===== config.mk =====
export PLATFORM = sky130hd
export DESIGN_NAME = alpha_over_blend
export DESIGN_NICKNAME = d
export VERILOG_FILES = /design/src/hdl/aob_pkg.sv /design/src/hdl/aob_prep.sv /design/src/hdl/aob_div_cell.sv /design/src/hdl/aob_out_skid.sv /design/src/hdl/alpha_over_blend.sv
export SDC_FILE = /design/constraint.sdc
export NUM_CORES = 2
export LEC_CHECK = 0
export BUFFER_PORTS_ARGS = -buffer_cell sky130_fd_sc_hd__buf_2
export CAP_MARGIN = 30
export CORE_MARGIN = 2
export CORE_UTILIZATION = 50
export CTS_BUF_LIST = sky130_fd_sc_hd__clkbuf_8
export DETAILED_ROUTE_END_ITERATION = 12
export PLACE_DENSITY = 0.66
export SYNTH_ARGS = -nofsm -noshare
export SYNTH_HDL_FRONTEND = slang
export SYNTH_SLANG_ARGS = --single-unit
export TNS_END_PERCENT = 50

===== constraint.sdc =====
create_clock -name i_clk -period 56.2 [get_ports i_clk]
set_input_delay 8.43 -clock i_clk [delete_from_list [all_inputs] [get_ports i_clk]]
set_output_delay 8.43 -clock i_clk [all_outputs]
set_load 0.01 [all_outputs]

===== src/hdl/aob_pkg.sv =====
`default_nettype none

package aob_pkg;

    // Widths of the fixed-point composite.
    localparam int PIX_W  = 8;
    localparam int NCH    = 3;
    localparam int DEN_W  = 16;  // wf + wb never exceeds 255 * 255
    localparam int NUM_W  = 24;  // cf * wf + cb * wb never exceeds 255 * 255 * 255
    localparam int QUO_W  = 8;   // a weighted mean of 8-bit values stays below 256

    localparam logic [PIX_W-1:0] PIX_MAX = 8'hff;

    // One pixel as it moves down the row of divider cells.
    typedef struct packed {
        logic [NCH-1:0][NUM_W-1:0] rem;
        logic [NCH-1:0][QUO_W-1:0] quo;
        logic [DEN_W-1:0]          den;
        logic [PIX_W-1:0]          alpha;
        logic                      zero;
    } t_div_word;

endpackage

`default_nettype wire


===== src/hdl/aob_prep.sv =====
`default_nettype none

// Two register stages: the background weight first, then the foreground weight,
// the per-channel numerators, the shared denominator and the output alpha.
module aob_prep (
    input  wire logic                           i_clk,
    input  wire logic                           i_rst_n,
    input  wire logic                           i_ce,
    input  wire logic                           i_vld,
    input  wire logic [4*aob_pkg::PIX_W*2-1:0]  i_pix,
    output logic                                o_vld,
    output aob_pkg::t_div_word                  o_word
);

    logic [aob_pkg::NCH-1:0][aob_pkg::PIX_W-1:0] r_fg;
    logic [aob_pkg::NCH-1:0][aob_pkg::PIX_W-1:0] r_bg;
    logic [aob_pkg::PIX_W-1:0]                   r_fa;
    logic [aob_pkg::DEN_W-1:0]                   r_wb;
    logic                                        r_vld_a;
    logic                                        r_vld_b;
    aob_pkg::t_div_word                          r_word;
    aob_pkg::t_div_word                          n_word;

    logic [aob_pkg::PIX_W-1:0] w_ba;
    logic [aob_pkg::PIX_W-1:0] w_fa;

    assign w_fa = i_pix[31:24];
    assign w_ba = i_pix[63:56];

    always_ff @(posedge i_clk) begin
        if (i_ce) begin
            for (int c = 0; c < aob_pkg::NCH; c++) begin
                r_fg[c] <= i_pix[c*8 +: 8];
                r_bg[c] <= i_pix[32 + c*8 +: 8];
            end
            r_fa <= w_fa;
            r_wb <= aob_pkg::DEN_W'(w_ba) * aob_pkg::DEN_W'(aob_pkg::PIX_MAX - w_fa);
        end
    end

    always_comb begin
        logic [aob_pkg::DEN_W-1:0] wf;
        logic [aob_pkg::DEN_W-1:0] t;
        wf = {r_fa, 8'h00} - {8'h00, r_fa};
        // floor(wb / 255) by reciprocal; exact for wb up to 255 * 255.
        t  = r_wb + {8'h00, r_wb[15:8]} + 16'd1;
        for (int c = 0; c < aob_pkg::NCH; c++) begin
            n_word.rem[c] = aob_pkg::NUM_W'(r_fg[c]) * aob_pkg::NUM_W'(wf)
                          + aob_pkg::NUM_W'(r_bg[c]) * aob_pkg::NUM_W'(r_wb);
            n_word.quo[c] = '0;
        end
        n_word.den   = wf + r_wb;
        n_word.alpha = r_fa + t[15:8];
        n_word.zero  = (wf == '0) && (r_wb == '0);
    end

    always_ff @(posedge i_clk) begin
        if (i_ce) begin
            r_word <= n_word;
        end
    end

    always_ff @(posedge i_clk) begin
        if (!i_rst_n) begin
            r_vld_a <= 1'b0;
            r_vld_b <= 1'b0;
        end else if (i_ce) begin
            r_vld_a <= i_vld;
            r_vld_b <= r_vld_a;
        end
    end

    assign o_vld  = r_vld_b;
    assign o_word = r_word;

endmodule

`default_nettype wire


===== src/hdl/aob_div_cell.sv =====
`default_nettype none

// One restoring-division step: decides quotient bit BIT for all three channels
// against the shared denominator and passes the pixel to the next cell.
module aob_div_cell #(
    parameter int BIT = 0
) (
    input  wire logic               i_clk,
    input  wire logic               i_rst_n,
    input  wire logic               i_ce,
    input  wire logic               i_vld,
    input  wire aob_pkg::t_div_word i_word,
    output logic                    o_vld,
    output aob_pkg::t_div_word      o_word
);

    aob_pkg::t_div_word r_word;
    aob_pkg::t_div_word n_word;
    logic               r_vld;

    always_comb begin
        logic [aob_pkg::NUM_W:0] diff;
        n_word = i_word;
        for (int c = 0; c < aob_pkg::NCH; c++) begin
            diff = {1'b0, i_word.rem[c]}
                 - ((aob_pkg::NUM_W+1)'(i_word.den) << BIT);
            if (!diff[aob_pkg::NUM_W]) begin
                n_word.rem[c]      = diff[aob_pkg::NUM_W-1:0];
                n_word.quo[c][BIT] = 1'b1;
            end
        end
    end

    always_ff @(posedge i_clk) begin
        if (i_ce) begin
            r_word <= n_word;
        end
    end

    always_ff @(posedge i_clk) begin
        if (!i_rst_n) begin
            r_vld <= 1'b0;
        end else if (i_ce) begin
            r_vld <= i_vld;
        end
    end

    assign o_vld  = r_vld;
    assign o_word = r_word;

endmodule

`default_nettype wire


===== src/hdl/aob_out_skid.sv =====
`default_nettype none

// Output register with one skid entry, so the pipeline upstream sees a
// registered ready.
module aob_out_skid (
    input  wire logic        i_clk,
    input  wire logic        i_rst_n,
    input  wire logic        i_vld,
    input  wire logic [31:0] i_data,
    output logic             o_ready,
    output logic             o_m_tvalid,
    input  wire logic        i_m_tready,
    output logic [31:0]      o_m_tdata
);

    logic        r_out_vld;
    logic [31:0] r_out;
    logic        r_skid_vld;
    logic [31:0] r_skid;
    logic        w_in;
    logic        w_free;

    assign w_in   = i_vld && !r_skid_vld;
    assign w_free = !r_out_vld || i_m_tready;

    always_ff @(posedge i_clk) begin
        if (!i_rst_n) begin
            r_out_vld  <= 1'b0;
            r_skid_vld <= 1'b0;
        end else if (w_free) begin
            r_out_vld  <= r_skid_vld || w_in;
            r_skid_vld <= 1'b0;
        end else if (w_in) begin
            r_skid_vld <= 1'b1;
        end
    end

    always_ff @(posedge i_clk) begin
        if (w_free) begin
            r_out <= r_skid_vld ? r_skid : i_data;
        end else if (w_in) begin
            r_skid <= i_data;
        end
    end

    assign o_ready    = !r_skid_vld;
    assign o_m_tvalid = r_out_vld;
    assign o_m_tdata  = r_out;

endmodule

`default_nettype wire


===== src/hdl/alpha_over_blend.sv =====
`default_nettype none

// Porter-Duff "over" composite of two straight-alpha RGBA8 pixels.
// The slave channel carries one foreground/background pixel pair per transfer,
// the master channel one composited RGBA8 pixel per transfer, in the same order.
// Output alpha is fa + floor(ba*(255-fa)/255); each color channel is the exact
// floor of the alpha-weighted mean of the two input colors. When both input
// alphas are zero the whole result is zero.
// An input transfer passes through two preparation stages (weights, then
// numerators and denominator), eight divider cells that each settle one
// quotient bit for all three channels, and the output register. One pixel
// pair is taken every clock while the skid entry is empty.
// The row of divider cells advances as long as the skid entry behind it is
// empty. When the receiver stalls, the output register holds its pixel, the
// next finished pixel parks in the skid entry, and the slave ready drops once
// that entry is full; the row then freezes until the receiver takes a transfer.
// Synchronous active-low reset clears all valid flags; the block comes out of
// reset empty and ready, and no result is lost or repeated across a stall.
module alpha_over_blend (
    input  wire logic        i_clk,
    input  wire logic        i_rst_n,
    input  wire logic        i_s_axis_tvalid,
    output logic             o_s_axis_tready,
    // fg_red, fg_green, fg_blue, fg_alpha, bg_red, bg_green, bg_blue, bg_alpha
    input  wire logic [63:0] i_s_axis_tdata,
    output logic             o_m_axis_tvalid,
    input  wire logic        i_m_axis_tready,
    // out_red, out_green, out_blue, out_alpha
    output logic [31:0]      o_m_axis_tdata
);

    localparam int NCELL = aob_pkg::QUO_W;

    logic               w_ce;
    logic               w_vld  [NCELL+1];
    aob_pkg::t_div_word w_word [NCELL+1];
    logic [31:0]        w_pix;

    // The whole row moves together; it stops only while the skid entry is full.
    assign o_s_axis_tready = w_ce;

    aob_prep u_prep (
        .i_clk   (i_clk),
        .i_rst_n (i_rst_n),
        .i_ce    (w_ce),
        .i_vld   (i_s_axis_tvalid),
        .i_pix   (i_s_axis_tdata),
        .o_vld   (w_vld[0]),
        .o_word  (w_word[0])
    );

    // The first cell settles the most significant quotient bit.
    for (genvar g = 0; g < NCELL; g++) begin : g_cell
        aob_div_cell #(
            .BIT (NCELL - 1 - g)
        ) u_cell (
            .i_clk   (i_clk),
            .i_rst_n (i_rst_n),
            .i_ce    (w_ce),
            .i_vld   (w_vld[g]),
            .i_word  (w_word[g]),
            .o_vld   (w_vld[g+1]),
            .o_word  (w_word[g+1])
        );
    end

    // With both alphas zero the division is meaningless, so the colors are forced to zero.
    always_comb begin
        for (int c = 0; c < aob_pkg::NCH; c++) begin
            w_pix[c*8 +: 8] = w_word[NCELL].zero ? '0 : w_word[NCELL].quo[c];
        end
        w_pix[31:24] = w_word[NCELL].alpha;
    end

    aob_out_skid u_out (
        .i_clk      (i_clk),
        .i_rst_n    (i_rst_n),
        .i_vld      (w_vld[NCELL]),
        .i_data     (w_pix),
        .o_ready    (w_ce),
        .o_m_tvalid (o_m_axis_tvalid),
        .i_m_tready (i_m_axis_tready),
        .o_m_tdata  (o_m_axis_tdata)
    );

endmodule

`default_nettype wire


==> Word level (Yosys, flattened, before mapping) <==
Cells that the tools add are included.
{ "totals": {"word_cells": 194, "regBits": 1041, "out_inout_bits": 34, "input_bits": 68} }
{ "op_classes": {"n_addsub": 33, "bitwise_logic": 2, "n_mux": 25, "n_reduce_logical": 10, "mul": 7} }
{ "ops": {"columns": ["cell", "count"], "rows": [
  ["24-bit two-way mux", 21],
  ["8-bit by 16-bit multiplier with 24-bit output", 6],
  ["24-bit by 16-bit subtractor with 25-bit output", 3],
  ["24-bit by 17-bit subtractor with 25-bit output", 3],
  ["24-bit by 18-bit subtractor with 25-bit output", 3],
  ["24-bit by 19-bit subtractor with 25-bit output", 3],
  ["24-bit by 20-bit subtractor with 25-bit output", 3],
  ["24-bit by 21-bit subtractor with 25-bit output", 3],
  ["24-bit by 22-bit subtractor with 25-bit output", 3],
  ["24-bit by 23-bit subtractor with 25-bit output", 3],
  ["24-bit adder", 3],
  ["16-bit zero test", 2],
  ["32-bit two-way mux", 1],
  ["8-bit two-way mux", 3],
  ["16-bit by 1-bit adder with 16-bit output, second input constant", 1],
  ["16-bit adder", 1],
  ["16-bit by 8-bit adder with 16-bit output", 1],
  ["8-bit by 16-bit multiplier with 16-bit output", 1],
  ["16-bit by 8-bit subtractor with 16-bit output", 1],
  ["8-bit by 8-bit subtractor with 9-bit output, first input constant", 1],
  ["8-bit adder", 1],
  ["1-bit logical AND", 2],
  ["1-bit zero test", 2],
  ["1-bit logical OR", 2],
  ["3 further kinds", 4]
]} }

==> Depth between registers and ports, before layout <==
{ "logic_depth": {"depth_word": 4, "mapped_depth": 31, "mapped_depth_nobuf": 28} }

==> Cells and area by module <==
From an unflattened synthesis, not the netlist that was laid out.
{ "hier_totals": {"hier_cells": 8473, "area_unflattened_um2": 92314.8} }
{ "by_module_without_submodules": {"columns": ["mod", "area_each_um2", "cells_per_inst", "instances", "seq_area_each_um2"], "rows": [
  ["aob_prep", 33358.2, 3442, 1, 5114.9],
  ["aob_div_cell (g_cell[7].u_cell)", 7126.8, 650, 1, 3653.5],
  ["aob_div_cell (g_cell[3].u_cell)", 7094.3, 631, 1, 3653.5],
  ["aob_div_cell (g_cell[6].u_cell)", 7094.3, 639, 1, 3653.5],
  ["aob_div_cell (g_cell[4].u_cell)", 7078.0, 646, 1, 3653.5],
  ["aob_div_cell (g_cell[2].u_cell)", 7059.3, 581, 1, 3653.5],
  ["aob_div_cell (g_cell[5].u_cell)", 7054.3, 605, 1, 3653.5],
  ["aob_div_cell (g_cell[0].u_cell)", 7006.7, 570, 1, 3653.5],
  ["aob_div_cell (g_cell[1].u_cell)", 6691.4, 575, 1, 3653.5],
  ["aob_out_skid", 2538.7, 108, 1, 1961.9],
  ["alpha_over_blend", 212.7, 26, 1, 0.0]
]} }

==> Worst setup path before layout <==
Ideal clock, no wire load.
{ "synth_path": {"path_type": "register to output", "startpoint": "register u_out.r_skid_vld", "endpoint": "output port o_s_axis_tready", "path_buffers": 1, "t_required_ns": 47.770, "stages_incl_launch_ff": 3, "slack_ns": 21.167, "arrival_ns": 26.603, "cell_sequence": "dfxtp_1 clkinv_1 buf_1"} }
{ "synth_via": {"elab_chain_cells": 1} }
{ "synth_lines": {"columns": ["item", "line_no", "source"], "rows": [
  ["from (decl)", "aob_out_skid.sv:18", "logic r_skid_vld;"],
  ["from (signal assigned)", "aob_out_skid.sv:29", "r_skid_vld <= 1'b0;"],
  ["from (signal assigned)", "aob_out_skid.sv:32", "r_skid_vld <= 1'b0;"],
  ["from (signal assigned)", "aob_out_skid.sv:34", "r_skid_vld <= 1'b1;"],
  ["1-bit zero test", "aob_out_skid.sv:46", "assign o_ready = !r_skid_vld;"],
  ["to (decl)", "alpha_over_blend.sv:23", "output logic o_s_axis_tready,"]
]} }
Every way passes these cells.

==> Worst setup path after layout <==
{ "layout_path": {"startpoint": "input port i_s_axis_tdata[29]", "endpoint": "register u_prep.r_wb[14] in the netlist's numbering (data pin)"} }
{ "layout_via": {"elab_chain_cells": 2} }
{ "layout_lines": {"columns": ["item", "line_no", "source"], "rows": [
  ["from (decl)", "alpha_over_blend.sv:25", "input wire logic [63:0] i_s_axis_tdata,"],
  ["8-bit by 8-bit subtractor with 9-bit output", "aob_prep.sv:37", "r_wb <= aob_pkg::DEN_W'(w_ba) * aob_pkg::DEN_W'(aob_pkg::PIX_MAX - w_fa);"],
  ["8-bit by 16-bit multiplier with 16-bit output", "aob_prep.sv:37", null],
  ["to (signal assigned)", "aob_prep.sv:37", null],
  ["to (decl)", "aob_prep.sv:18", "logic [aob_pkg::DEN_W-1:0] r_wb;"]
]} }
Every way passes these cells.
A chain may end at the register's enable or synchronous reset.

==> run metrics <==
status=complete, no violations; # hold bufs at CTS=0; DR WL/cell=19.2 µm; Row Count=147; Seq cells post-synth=1041; max_cap viols=0; DIE AREA=0.165 mm²; Overflow after GRT=0; chip height=407 µm; port bufs=101; Syn Inst Count=7448; vias in the first global route=around 57000; synth warn=0; crit-path max FO=9; Mapped Nets=8859; sequential area share after synthesis=38.4%; clock-pin slew on the worst setup and hold paths=60 ps; DRC=0; Worst-Margin Slew=slightly above 1000 ps; Mapped Avg Cell Area=10.9 µm²; Post-synth ARST share=0%; Die W=between 400 and 500 µm; starting density of the core=50.5%; clock sinks=1041; Inserted Clock Buffers=around 180; post-layout min period=between 10000 and 15000 ps; H-tree Lvls=4; GRT Total Usage=a little under a quarter; setup bufs post-CTS=0; Setup violations, final=0; Vias=54070; Critical Path Start Type=input pin; Crit path required time=56820 ps; slowest CP cell=fa_1; share of cells above drive strength 1=8.20%; clk_skew=54.4 ps; crit-path cells=buf_2 > nand2b_1 > fa_1 > fa_1 > inv_1 > fa_1 > inv_1 > fa_1 > inv_1 > ha_1 > a21boi_0 > o311a_1 > o21a_1 > o21a_1 > o41ai_1 > xnor2_1; initial drt markers=3380; first-pass GRT wire length=305 mm; Clock Latency Late Sink=930 ps; critical path type=in -> reg; CP arrival=12550 ps; RSZ-0062 raised after global routing=false; Clock Root Buffer=clkbuf_8; Slew Limit Fails=0; initial antenna violation count=7; Final Routed Wirelength=190 mm; Synth-to-Final Area Change=8.45%; Placer Congestion=0.894; EDFF count, synth=roughly 1000; Worst Hold Class=reg -> reg; core area=0.161 mm²; # IOs=102; CP endpoint kind=flop; post-route ant nets=0; final core area utilization=54.7%; Most common cell on crit path=fa_1; max incr delay on CP=540 ps; Final nets=roughly 9000; hpwl dp=147 mm; Synth Cell Area=about 0.08 mm²; Clock Path Buffers=3; Fin Setup TNS=0 ps; CTS tree=built; Vias/cell=5.45; Fmax achieved=0.0838 GHz; Tcrit/Tclk final=21.2%; post-CTS resize count=0; Rel. slew slack=30.7%; library cells used by synthesis=94; Pre-antenna DRT Iters=6; top_reg_cell synth=edfxtp_1; largest net degree at the start of global routing=83; Final Hold Vio Count=0
[stage by stage]
step / worst slack (ps) / instance area (µm²) / cells / hold slack (ps)
finish: 44270 / 88000 / 9915 / 395
global route: 44060 / 88000 / 9915 / 389
CTS: 44390 / 87800 / 9908 / 379
detailed placement: 43390 / 84400 / 9588 / 405
global placement: 43370 / 84300 / 9584 / 401
floorplan: 21170 / 81100 / 7448 / 400
[registers in the layout, indices dropped and copies added, names as in the netlist]
signal                flops
g_cell.u_cell.o_vld       8
u_prep.r_vld_a            1
u_out.r_skid             32
u_prep.r_fa               8
u_prep.r_bg              24
g_cell.u_cell.o_word    796
u_out.o_m_tdata          32
u_prep.o_vld              1
u_prep.o_word            97
u_out.o_m_tvalid          1
u_prep.r_fg              24
u_out.r_skid_vld          1
u_prep.r_wb              16
[Yosys cell counts (31+ instances only)]
library cell / count / area share [%]
edfxtp_1: 1029 / 38
inv_1: 1006 / 4.7
fa_1: 683 / 17
ha_1: 660 / 10
nand2_1: 655 / 3.0
a21oi_1: 393 / 2.4
and2_1: 393 / 3.0
nor2_1: 366 / 1.7
o21ai_0: 281 / 1.7
xnor2_1: 248 / 2.7
clkbuf_1: 162 / 0.75
xor2_1: 152 / 1.6
nor2b_1: 145 / 1.1
mux2_2: 134 / 1.9
a21o_1: 113 / 1.0
nand2b_1: 112 / 0.86
nor3_1: 96 / 0.59
o21a_1: 96 / 0.89
nand3_1: 58 / 0.36
or3_1: 46 / 0.35
a211oi_1: 42 / 0.39
nand4_1: 35 / 0.27
and3_1: 34 / 0.26
o31ai_1: 34 / 0.31
o21bai_1: 31 / 0.29
[path summary, 6_finish.rpt]
kind	slack (ps)	startpoint	depth (start not counted)	end
setup / recovery	44270	i_s_axis_tdata[29]	16	u_prep.r_wb[14]$_DFFE_PN_
hold / removal	390	g_cell[6].u_cell.o_word[47]$_DFFE_PN_	0	g_cell[7].u_cell.o_word[47]$_DFFE_PN_
setup reg to reg	47120	u_prep.r_fa[0]$_DFFE_PN_	28	u_prep.o_word[72]$_DFFE_PN_
hold reg to reg	390	g_cell[6].u_cell.o_word[47]$_DFFE_PN_	0	g_cell[7].u_cell.o_word[47]$_DFFE_PN_
[layout make-up]
type | instances | area (µm²)
timing repair buffer | 186 | 1270
tap | 2160 | 2700
clock buffer | 179 | 2460
antenna | 3 | 7.51
sequential | 1041 | 31100
fill | 14013 | 72800
multi-input combinational | 5197 | 45500
clock inverter | 141 | 1030
inverter | 1008 | 3790
[cells by family (layout without fill, tap and decap cells)]
family / Yosys count / after routing / share of synthesized area (%)
mux: 169 / 169 / 2.33
other cells: 0 / 3 / 0
flops: 1041 / 1041 / 38.4
xor+xnor: 400 / 400 / 4.32
buf+inv: 1210 / 1514 / 5.67
compound gates: 1227 / 1227 / 9.56
fa+ha+maj: 1343 / 1343 / 27.0
simple gates: 2058 / 2058 / 12.7
[critical path: cells and delay by family]
kind	cells	cell delay, ps
xor+xnor	1	110
fa+ha+maj	5	2310
simple gates	1	190
compound gates	5	1170
buf+inv	4	320
[cell usage in the layout, fill, tap and decap left out, types with 149 or more instances in the layout]
| cell | n |
|---|---|
| inv_1 | 1047 |
| clkbuf_8 | 179 |
| o21ai_0 | 279 |
| and2_1 | 393 |
| ha_1 | 660 |
| edfxtp_1 | 1029 |
| xnor2_1 | 246 |
| nand2_1 | 655 |
| xor2_1 | 149 |
| fa_1 | 683 |
| a21oi_1 | 392 |
| nor2_1 | 363 |
[layer usage]
metal | vias to the layer above | share of wire [%] | global-route usage [%]
met1 | 26624 | 41 | 28.5
li1 | 25717 | - | -
met2 | 1328 | 50 | 41.7
met3 | 401 | 4.4 | 3.51
met4 | 0 | 4.4 | 11.0
met5 | - | 0 | 0
Power is left out: the tool's default activity adds up to more than one toggle a clock period on the data nets, which glitch-free logic cannot reach.
